==> src/rtl/colp_pkg.sv <==
// Package for the cascaded one-pole lowpass: step codes, control word and microcode ROM.
`timescale 1ns / 1ps
package colp_pkg;

  localparam int SampleW = 16;
  localparam int ValueW  = 24;
  localparam int CoefW   = 16;
  localparam int CountW  = 6;
  localparam int CfgW    = 16;

  // Configuration register indexes.
  localparam logic REG_STAGE_COUNT = 1'b0;
  localparam logic REG_SMOOTHING   = 1'b1;

  typedef enum logic [2:0] {
    ST_IDLE  = 3'd0,
    ST_CHECK = 3'd1,
    ST_MUL   = 3'd2,
    ST_ADD   = 3'd3,
    ST_FIN   = 3'd4
  } step_e;

  typedef enum logic [2:0] {
    C_NEVER    = 3'd0,
    C_NO_IN    = 3'd1,
    C_ZERO     = 3'd2,
    C_MORE     = 3'd3,
    C_OUT_BUSY = 3'd4
  } cond_e;

  typedef enum logic {
    RD_FIRST = 1'b0,
    RD_NEXT  = 1'b1
  } rd_sel_e;

  typedef struct packed {
    logic    in_rdy;   // take an item this step
    logic    ld_v;     // load the running value from the sample
    logic    clr_idx;  // restart at stage zero
    logic    rd_en;    // issue a stage memory read
    rd_sel_e rd_sel;
    logic    mul_en;   // register k * (old - v)
    logic    add_en;   // update v, write the stage, advance the index
    logic    out_ld;   // load the output register when it is free
    cond_e   cond;
    step_e   jmp;
    step_e   nxt;
  } ctrl_t;

  function automatic ctrl_t ucode_rom(step_e pc);
    ctrl_t cw;
    cw = '{in_rdy: 1'b0, ld_v: 1'b0, clr_idx: 1'b0, rd_en: 1'b0, rd_sel: RD_FIRST,
           mul_en: 1'b0, add_en: 1'b0, out_ld: 1'b0, cond: C_NEVER,
           jmp: ST_IDLE, nxt: ST_IDLE};
    unique case (pc)
      ST_IDLE: begin
        cw.in_rdy  = 1'b1;
        cw.ld_v    = 1'b1;
        cw.clr_idx = 1'b1;
        cw.rd_en   = 1'b1;
        cw.rd_sel  = RD_FIRST;
        cw.cond    = C_NO_IN;
        cw.jmp     = ST_IDLE;
        cw.nxt     = ST_CHECK;
      end
      ST_CHECK: begin
        cw.cond = C_ZERO;
        cw.jmp  = ST_FIN;
        cw.nxt  = ST_MUL;
      end
      ST_MUL: begin
        cw.mul_en = 1'b1;
        cw.rd_en  = 1'b1;
        cw.rd_sel = RD_NEXT;
        cw.cond   = C_NEVER;
        cw.jmp    = ST_MUL;
        cw.nxt    = ST_ADD;
      end
      ST_ADD: begin
        cw.add_en = 1'b1;
        cw.cond   = C_MORE;
        cw.jmp    = ST_MUL;
        cw.nxt    = ST_FIN;
      end
      ST_FIN: begin
        cw.out_ld = 1'b1;
        cw.cond   = C_OUT_BUSY;
        cw.jmp    = ST_FIN;
        cw.nxt    = ST_IDLE;
      end
      default: begin
        cw.cond = C_NEVER;
        cw.nxt  = ST_IDLE;
      end
    endcase
    return cw;
  endfunction

endpackage

==> src/rtl/colp_ram.sv <==
// Generic single-write, single-read RAM with registered read data.
`timescale 1ns / 1ps
module colp_ram #(
  parameter int WIDTH = 24,
  parameter int DEPTH = 32,
  localparam int AW = (DEPTH > 1) ? $clog2(DEPTH) : 1
) (
  input  logic             clk_i,
  input  logic             we_i,
  input  logic [AW-1:0]    waddr_i,
  input  logic [WIDTH-1:0] wdata_i,
  input  logic             re_i,
  input  logic [AW-1:0]    raddr_i,
  output logic [WIDTH-1:0] rdata_o
);

  logic [WIDTH-1:0] mem_q [DEPTH];
  logic [WIDTH-1:0] rdata_q;

  always_ff @(posedge clk_i) begin
    if (we_i) begin
      mem_q[waddr_i] <= wdata_i;
    end
    if (re_i) begin
      rdata_q <= mem_q[raddr_i];
    end
  end

  assign rdata_o = rdata_q;

endmodule

==> src/rtl/cascaded_one_pole_lowpass_top.sv <==
// Top level of the cascaded one-pole lowpass: microcoded sequencer around one multiplier.
//
// Usage: samples enter on in_valid_i / in_stall_o / sample_in_i and filtered samples
// leave on out_valid_o / out_stall_i / sample_out_o; an item moves at a clock edge with
// valid high and stall low. Every input item gives exactly one output item.
// Each item walks the active stages one at a time through a shared multiplier: one
// step forms k * (old - v) and the next adds it back and writes the stage memory.
// After the idle step accepts an item, a check step skips the stages in bypass, the
// multiply and add steps repeat for each active stage, the final step loads the output
// register, and only back in the idle step is the next item accepted.
// stage_count and smoothing_factor are written through cfg_we_i / cfg_idx_i /
// cfg_wdata_i; the user must write them only while the block is idle, as the block
// itself does not enforce this. Counts above MAX_STAGES act as MAX_STAGES.
// Reset sets stage_count to 1 and k to 0 and clears all stage values at once
// through per-stage valid bits, so no clearing pass is needed.
// A stalled receiver holds the output register; the block still accepts and
// processes one more item, which then waits in the final step until the output
// register is free.
`timescale 1ns / 1ps
module cascaded_one_pole_lowpass_top
  import colp_pkg::*;
#(
  parameter int MAX_STAGES = 32
) (
  input  logic                      clk_i,
  input  logic                      rst_ni,
  input  logic                      cfg_we_i,
  input  logic                      cfg_idx_i,
  input  logic [CfgW-1:0]           cfg_wdata_i,
  input  logic                      in_valid_i,
  output logic                      in_stall_o,
  input  logic signed [SampleW-1:0] sample_in_i,
  output logic                      out_valid_o,
  input  logic                      out_stall_i,
  output logic signed [SampleW-1:0] sample_out_o
);

  localparam int AW    = (MAX_STAGES > 1) ? $clog2(MAX_STAGES) : 1;
  localparam int CW    = $clog2(MAX_STAGES + 1);
  localparam int DiffW = ValueW + 1;
  localparam int ProdW = DiffW + CoefW + 1;
  localparam int StepW = ProdW - CoefW;

  step_e pc_q, pc_d;
  ctrl_t cw;

  logic [CountW-1:0] count_q;
  logic [CoefW-1:0]  coef_q;

  logic [CW-1:0]           idx_q;
  logic [CW-1:0]           idx_nx;
  logic [CW-1:0]           n_eff;
  logic [MAX_STAGES-1:0]   vld_q;
  logic                    rvld_q;
  logic signed [ValueW-1:0] v_q;
  logic signed [ProdW-1:0]  prod_q;
  logic                    out_valid_q;
  logic signed [SampleW-1:0] out_q;

  logic                     in_acc;
  logic                     out_busy;
  logic                     cond_hit;
  logic                     out_ld_eff;
  logic [AW-1:0]            raddr;
  logic [ValueW-1:0]        rdata;
  logic signed [ValueW-1:0] old_val;
  logic signed [DiffW-1:0]  diff;
  logic signed [StepW-1:0]  step_val;
  logic signed [StepW-1:0]  v_sum;
  logic signed [ValueW-1:0] v_new;
  logic signed [ValueW:0]   rnd;
  logic signed [SampleW:0]  rnd_sh;
  logic signed [SampleW-1:0] sat_val;

  // Configuration registers.
  always_ff @(posedge clk_i or negedge rst_ni) begin
    if (!rst_ni) begin
      count_q <= CountW'(1);
      coef_q  <= '0;
    end else if (cfg_we_i) begin
      unique case (cfg_idx_i)
        REG_STAGE_COUNT: count_q <= cfg_wdata_i[CountW-1:0];
        REG_SMOOTHING:   coef_q  <= cfg_wdata_i[CoefW-1:0];
        default: ;
      endcase
    end
  end

  assign n_eff = (int'(count_q) > MAX_STAGES) ? CW'(MAX_STAGES) : CW'(count_q);

  // Control word for the current step.
  always_comb begin
    cw = ucode_rom(pc_q);
  end

  assign in_acc   = cw.in_rdy && in_valid_i;
  assign out_busy = out_valid_q && out_stall_i;
  assign idx_nx   = idx_q + CW'(1);

  always_comb begin
    unique case (cw.cond)
      C_NEVER:    cond_hit = 1'b0;
      C_NO_IN:    cond_hit = !in_valid_i;
      C_ZERO:     cond_hit = (n_eff == '0);
      C_MORE:     cond_hit = (idx_nx < n_eff);
      C_OUT_BUSY: cond_hit = out_busy;
      default:    cond_hit = 1'b0;
    endcase
  end

  // Next step.
  always_comb begin
    pc_d = cond_hit ? cw.jmp : cw.nxt;
  end

  always_ff @(posedge clk_i or negedge rst_ni) begin
    if (!rst_ni) begin
      pc_q <= ST_IDLE;
    end else begin
      pc_q <= pc_d;
    end
  end

  assign out_ld_eff = cw.out_ld && !out_busy;

  // Stage memory; entries never written since reset read as zero.
  assign raddr = (cw.rd_sel == RD_NEXT) ? idx_nx[AW-1:0] : '0;

  colp_ram #(
    .WIDTH(ValueW),
    .DEPTH(MAX_STAGES)
  ) u_stage_ram (
    .clk_i  (clk_i),
    .we_i   (cw.add_en),
    .waddr_i(idx_q[AW-1:0]),
    .wdata_i(v_new),
    .re_i   (cw.rd_en),
    .raddr_i(raddr),
    .rdata_o(rdata)
  );

  assign old_val = rvld_q ? $signed(rdata) : '0;

  // Datapath: diff and product in one step, the update in the next.
  assign diff     = DiffW'(old_val) - DiffW'(v_q);
  assign step_val = prod_q[ProdW-1:CoefW];
  assign v_sum    = StepW'(v_q) + step_val;
  assign v_new    = v_sum[ValueW-1:0];

  // Round half up, then saturate; only the top end can overflow.
  assign rnd    = (ValueW + 1)'(v_q) + (ValueW + 1)'(128);
  assign rnd_sh = rnd[ValueW:ValueW-SampleW];
  always_comb begin
    if (rnd_sh > (SampleW + 1)'(32767)) begin
      sat_val = SampleW'(32767);
    end else begin
      sat_val = rnd_sh[SampleW-1:0];
    end
  end

  always_ff @(posedge clk_i or negedge rst_ni) begin
    if (!rst_ni) begin
      idx_q       <= '0;
      vld_q       <= '0;
      rvld_q      <= 1'b0;
      out_valid_q <= 1'b0;
    end else begin
      if (cw.clr_idx) begin
        idx_q <= '0;
      end else if (cw.add_en) begin
        idx_q <= idx_nx;
      end
      if (cw.add_en) begin
        vld_q[idx_q[AW-1:0]] <= 1'b1;
      end
      if (cw.rd_en) begin
        rvld_q <= vld_q[raddr];
      end
      if (out_ld_eff) begin
        out_valid_q <= 1'b1;
      end else if (!out_stall_i) begin
        out_valid_q <= 1'b0;
      end
    end
  end

  always_ff @(posedge clk_i) begin
    if (cw.ld_v && in_acc) begin
      v_q <= ValueW'(sample_in_i) <<< 8;
    end else if (cw.add_en) begin
      v_q <= v_new;
    end
    if (cw.mul_en) begin
      prod_q <= ProdW'(diff) * $signed({1'b0, coef_q});
    end
    if (out_ld_eff) begin
      out_q <= sat_val;
    end
  end

  assign in_stall_o   = !cw.in_rdy;
  assign out_valid_o  = out_valid_q;
  assign sample_out_o = out_q;

  // Stage updates stay inside the active range.
  a_add_in_range: assert property (@(posedge clk_i) disable iff (!rst_ni)
    (pc_q == ST_ADD) |-> (idx_q < n_eff))
    else $error("stage update beyond active stage count");

  // An accepted item always goes to the stage check next.
  a_accept_next: assert property (@(posedge clk_i) disable iff (!rst_ni)
    (in_valid_i && !in_stall_o) |=> (pc_q == ST_CHECK))
    else $error("accepted item did not start processing");

  // The output register is never overwritten while the receiver holds it.
  a_no_overwrite: assert property (@(posedge clk_i) disable iff (!rst_ni)
    (pc_q == ST_FIN && out_valid_q && out_stall_i) |=> (pc_q == ST_FIN && out_valid_q))
    else $error("pending output lost");

  // A finished item leaves the final step with a valid output.
  a_fin_loads: assert property (@(posedge clk_i) disable iff (!rst_ni)
    (pc_q == ST_FIN && !(out_valid_q && out_stall_i)) |=> (out_valid_q && pc_q == ST_IDLE))
    else $error("final step did not load output");

endmodule

==> config.mk <==
export PLATFORM = sky130hd
export DESIGN_NAME = cascaded_one_pole_lowpass_top
export DESIGN_NICKNAME = d
export VERILOG_FILES = /design/src/rtl/colp_pkg.sv /design/src/rtl/colp_ram.sv /design/src/rtl/cascaded_one_pole_lowpass_top.sv
export SDC_FILE = /design/constraint.sdc
export NUM_CORES = 2
export LEC_CHECK = 0
export ABC_AREA = 1
export BUFFER_PORTS_ARGS = -buffer_cell sky130_fd_sc_hd__clkbuf_2
export CAP_MARGIN = 40
export CORE_AREA = 2 2 381 383
export CTS_CLUSTER_DIAMETER = 200
export CTS_CLUSTER_SIZE = 16
export DETAILED_ROUTE_END_ITERATION = 6
export DIE_AREA = 0 0 383 385
export PLACE_DENSITY_LB_ADDON = 0.05
export SYNTH_ARGS = -nofsm -noshare
export SYNTH_HDL_FRONTEND = slang
export SYNTH_SLANG_ARGS = --single-unit
export TNS_END_PERCENT = 20
==> constraint.sdc <==
create_clock -name clk_i -period 23 [get_ports clk_i]
set_clock_uncertainty 0.1 [all_clocks]
set_input_delay 3.45 -clock clk_i [delete_from_list [all_inputs] [get_ports clk_i]]
set_output_delay 3.45 -clock clk_i [all_outputs]
set_load 0.005 [all_outputs]
# --- After elaboration in Yosys (flattened, before gate mapping) ---
# Memories as Yosys holds them, arrays and structs flattened. A register that Yosys moved wholly into a read port is not among the register bits.
# Cells that the tools add are included.
totals:
  regBits: 145
  ram_bits: 768
  inputBits: 38
  memories: 1
memory_table:
  columns: ["memory", "words", "word_bits", "read_ports", "rd_clocked_by_memory_dff", "write_ports", "line", "text"]
  rows:
  - ["u_stage_ram.mem_q", 32, 24, 1, 1, 1, "colp_ram.sv:17", "logic [WIDTH-1:0] mem_q [DEPTH];"]
op_classes:
  add_sub_neg: 4
  mul: 1
  order_cmp: 6
  eq_ne: 9
  mux: 25
  bitwise_logic: 2
  reduce_logical: 16
ops:
  columns: ["cell", "count"]
  rows:
  - ["$mux W24", 3]
  - ["$mul A25 B17 Y40", 1]
  - ["$or A32 B32 Y32", 1]
  - ["$add A24 B9 Y25 const B", 1]
  - ["$sub A24 B24 Y25", 1]
  - ["$add A24 B24 Y24", 1]
  - ["$pmux W3 S4", 2]
  - ["$mux W6", 3]
  - ["$gt A17 B16 Y1 const B", 1]
  - ["$eq A3 B2 Y1 const B", 4]
  - ["$lt A5 B6 Y1 const B", 2]
  - ["$mux W1", 9]
  - ["$add A6 B1 Y6 const B", 1]
  - ["$eq A3 B1 Y1 const B", 2]
  - ["$eq A3 B3 Y1 const B", 2]
  - ["$gt A6 B6 Y1 const B", 1]
  - ["$logic_not A6 Y1", 1]
  - ["$lt A6 B6 Y1", 1]
  - ["$mux W3", 2]
  - ["$pmux W3 S2", 1]
  - ["$bmux W1 S5", 1]
  - ["$demux W1 S5", 1]
  - ["$ge A5 B1 Y1 const B", 1]
  - ["$logic_and A1 B1 Y1", 5]
  - ["10 further kinds", 15]

# --- Logic depth before layout (Yosys ltp) ---
logic_depth:
  ltp_word: 5
  mapped_depth: 45

# --- Hierarchy ---
# From an unflattened synthesis, not the netlist that was laid out.
hier_totals:
  cells_unflattened: 5599
  hier_area_um2: 55201.7
modules_own_cells:
  columns: ["mod", "n_inst", "cells_per_inst", "area_per_inst_um2", "seq_area_each_um2"]
  rows:
  - ["colp_ram", 1, 2665, 32000.7, 23782.8]
  - ["cascaded_one_pole_lowpass_top", 1, 2934, 23201.0, 3469.6]

# --- Worst setup path after synthesis ---
# No wires, ideal clock.
synth_timing:
  kind: "register -> register"
  start: "register rvld_q"
  end: "register prod_q[39], data pin"
  setup_ns: 0.252
  arrival_time_ns: 7.219
  required_ns: 22.648
  slack_ns: 15.429
  stages_incl_launch_ff: 40
  n_path_buf: 4
  period_less_slack_ns: 7.571
  path_cell_list: "dfrtp_1 -> clkbuf_1 -> clkbuf_1 -> nand2_1 -> ha_1 -> fa_1 -> inv_1 -> nand2_1 -> nand2_1 -> nand3_1 -> nand2_1 -> nand2_1 -> nand4_1 -> nand2_1 -> buf_2 -> nor2_1 -> inv_1 -> fa_1 -> [... 4 more ...] -> or2_2 -> nand2_1 -> o21ai_0 -> fa_1 -> inv_1 -> fa_1 -> fa_1 -> inv_1 -> ha_1 -> nand2_1 -> nor2_1 -> inv_1 -> nor3_1 -> nand3_1 -> nand3_1 -> inv_1 -> nand2_1 -> nand2_1"
synth_between:
  elab_chain_len: 3
synth_rtl:
  columns: ["item", "line", "text"]
  rows:
  - ["start: declaration", "cascaded_one_pole_lowpass_top.sv:54", "logic rvld_q;"]
  - ["start signal: assignment", "cascaded_one_pole_lowpass_top.sv:177", "rvld_q <= vld_q[raddr];"]
  - ["$mux W24", "cascaded_one_pole_lowpass_top.sv:142", "assign old_val = rvld_q ? $signed(rdata) : '0;"]
  - ["$sub A24 B24 Y25", "cascaded_one_pole_lowpass_top.sv:145", "assign diff = DiffW'(old_val) - DiffW'(v_q);"]
  - ["$mul A25 B17 Y40", "cascaded_one_pole_lowpass_top.sv:194", "prod_q <= ProdW'(diff) * $signed({1'b0, coef_q});"]
  - ["end signal: assignment", "cascaded_one_pole_lowpass_top.sv:194", null]
  - ["end: declaration", "cascaded_one_pole_lowpass_top.sv:56", "logic signed [ProdW-1:0] prod_q;"]
# Every way passes these cells.
# A chain may end at the register's enable or synchronous reset.

# --- Final worst setup path ---
layout_timing:
  start: "register rvld_q"
  end: "register prod_q[36], data pin"
# The elaborated chain is that of the path after synthesis.

==> results.sh <==
export IMPL_die_h_um=385
export IMPL_slew_headroom_pct=39.3
export IMPL_gp_congestion=0.910
export IMPL_cts_tree="built"
export IMPL_cts_resized=0
export IMPL_min_period_ns=9.14
export IMPL_dpl_hpwl_um=119000
export IMPL_clk_pin_slew_worst_paths_ns=0.10
export IMPL_dieArea_um2=147000
export IMPL_die_w_um=383
export IMPL_cts_sinks=921
export IMPL_drc=0
export IMPL_tightest_slew_ns=0.910
export IMPL_synthCells=5184
export IMPL_worst_setup_path_end_kind="flop"
export IMPL_maxCapViolCount=0
export IMPL_crit_slowest_cell="dfrtp_1"
export IMPL_cts_setup_buffers=0
export IMPL_crit_buf_inv=5
export IMPL_async_flop_share_pct=7.06
export IMPL_crit_path_start_kind="flop"
export IMPL_port_buffers=55
export IMPL_setup_viol=0
export IMPL_synth_compound_area_share_pct=9.96
export IMPL_cts_hold_buf=0
export IMPL_critPathMaxFanout=25
export IMPL_vias=37600
export IMPL_ys_ff_latch=921
export IMPL_cts_buffer_depth=3
export IMPL_ant_nets=0
export IMPL_muxShareOfSynthArea_pct=0
export IMPL_drt_iter0_markers=3095
export IMPL_synth_edff_count=848
export IMPL_final_max_slew_viol_count=0
export IMPL_synth_xor_area_share_pct=1.13
export IMPL_layout_commonest_cell="edfxtp_1"
export IMPL_final_cell_mix="edfxtp_1 (848), inv_1 (722), nand2_1 (707)"
export IMPL_critical_path_class="flop to flop"
export IMPL_drive_gt1_share_pct=9.33
export IMPL_nNetsFinal=5758
export IMPL_yosysUniqueCellTypes=49
export IMPL_via_per_inst=5.27
export IMPL_yosys_area_share_simple_pct=14.3
export IMPL_syn_cell_area_um2=54200
export IMPL_critPathArrivalTime_ns=9.51
export IMPL_required_ns=23.37
export IMPL_ios=56
export IMPL_overflow=0
export IMPL_synth_fa_ha_area_share_pct=17.4
export IMPL_initial_core_util_pct=37.9
export IMPL_htreeDepth=3
export IMPL_antenna_found_initial=11
export IMPL_numCtsBuffers=68
export IMPL_cpMostUsedCell="nand2_1"
export IMPL_wl_um=179000
export IMPL_synthFlopType="edfxtp_1"
export IMPL_synth_area_leaders="edfxtp_1 (47%), fa_1 (14%), inv_1 (5.0%)"
export IMPL_ys_warn_count=0
export IMPL_max_stage_delay_ns=0.86
export IMPL_grt_start_max_net_pins=172
export IMPL_synth_top_area_share_pct=46.9
export IMPL_insertion_delay_ns=0.70
export IMPL_cpLargestDelayFamily="adder cells"
export IMPL_synth_top_family_by_area="adder cells"
export IMPL_num_rows=139
export IMPL_track_usage_pct=24.3
export IMPL_synth_top_area_cell="edfxtp_1"
export IMPL_cts_root_buf="clkbuf_16"
export IMPL_grt_pass1_vias=37400
export IMPL_grt_pass1_wl_um=262000
export IMPL_hold_class="flop to flop"
export IMPL_core_um2=143000
export IMPL_synth_avg_cell_area_um2=10.5
export IMPL_syn_nets=5752
export IMPL_timing_fmax_ghz=0.109
export IMPL_rsz0062_at_grt="false"
export IMPL_setup_tns_ns=0
export IMPL_synth_seq_area_share_pct=50.2
export IMPL_min_period_over_period_pct=39.7
export IMPL_drt_first_pass_iters=6
export IMPL_status="complete, no violations"
export IMPL_syn_to_final_growth_pct=9.91
export IMPL_wl_per_cell_um=25.1
export IMPL_final_hold_violation_count=0
==> metrics by stage <==
step | instances | worst slack (ns) | hold slack [ns] | area [um2] | utilization, %
4_1_cts | 7125 | 13.98 | 0.363 | 59600 | 41.6
3_3_place_gp | 7000 | 14.04 | 0.342 | 57100 | 39.9
6_report | 7128 | 13.86 | 0.363 | 59600 | 41.6
5_1_grt | 7125 | 13.49 | 0.393 | 59600 | 41.6
3_5_place_dp | 7023 | 14.00 | 0.345 | 57600 | 40.2
2_1_floorplan | 5184 | 15.43 | 0.327 | 54200 | -
==> sequential cells by signal, summed over array words and instances, names as in the netlist <==
signal / cells
u_stage_ram.rdata_o: 24
pc_q: 3
rvld_q: 1
idx_q: 6
count_q: 6
out_valid_o: 1
vld_q: 32
sample_out_o: 16
u_stage_ram.mem_q: 768
v_q: 24
coef_q: 16
prod_q: 24
==> final timing paths <==
kind / startpoint / cells past startpoint / endpoint / slack (ns)
max in group asynchronous: rst_ni / 2 / count_q[0] / 19.53
hold / removal: vld_q[15] / 2 / vld_q[15] / 0.36
setup / recovery: rvld_q / 31 / prod_q[36] / 13.86
hold reg to reg: vld_q[15] / 2 / vld_q[15] / 0.36
min in group asynchronous: rst_ni / 1 / out_valid_o / 2.60
setup reg to reg: rvld_q / 31 / prod_q[36] / 13.86
==> Yosys cell counts (3+ instances only) <==
library cell and instances:
a21boi_0 3, a21o_1 11, a21oi_1 106, a22o_1 3, a31oi_1 11, and2_1 3
buf_1 6, buf_2 71, buf_4 12, clkbuf_1 146, clkinv_1 5, dfrtp_1 64
dfxtp_1 8, edfxtp_1 848, fa_1 374, ha_1 156, inv_1 723, inv_2 5
nand2_1 708, nand3_1 305, nand3b_1 8, nand4_1 17, nor2_1 571, nor2_2 3
nor2_4 3, nor3_1 24, nor4_1 3, o211ai_1 293, o21ai_0 361, o21ai_1 18
o21bai_1 63, o22ai_1 7, or2_2 156, xnor2_1 24, xor2_1 46
==> per-layer routing <==
metal	wire (um)	global-route usage, %	share of wire (%)	vias up
met4	2910	4.83	1.6	2
met5	18	0	0.010	-
met1	85000	36.0	48	19100
met2	82400	38.9	46	981
li1	-	-	-	17300
met3	8500	2.43	4.8	168
==> worst register-to-register path: cells and delay by family, from the launching register on <==
kind / cells / cell delay, ns
adders and majority gates: 8 / 3.73
DFF: 1 / 0.86
and+or+nand+nor: 13 / 2.64
AOI/OAI and AO/OA: 5 / 1.30
buffers and inverters: 5 / 0.29
==> cell type report <==
| type | count | area [um2] |
|---|---|---|
| inverter | 733 | 2770 |
| clock buffer | 92 | 1790 |
| multi-input combinational | 3292 | 23700 |
| timing repair buffer | 174 | 1540 |
| antenna | 3 | 7.51 |
| clock inverter | 10 | 206 |
| sequential | 921 | 27300 |
| fill | 13900 | 83500 |
| tap | 1903 | 2380 |
==> cell families (layout without fill, tap and decap cells) <==
kind of cell / Yosys count / in the layout
AND/OR/NAND/NOR: 1809 / 1809
buffers and inverters: 971 / 1009
flip-flops: 921 / 921
AO/OA/AOI/OAI: 883 / 883
adder cells (fa/ha/maj): 530 / 530
XOR/XNOR: 70 / 70
other: 0 / 3
Power is left out: the tool's default activity adds up to more than one toggle a clock period on the data nets, which glitch-free logic cannot reach.
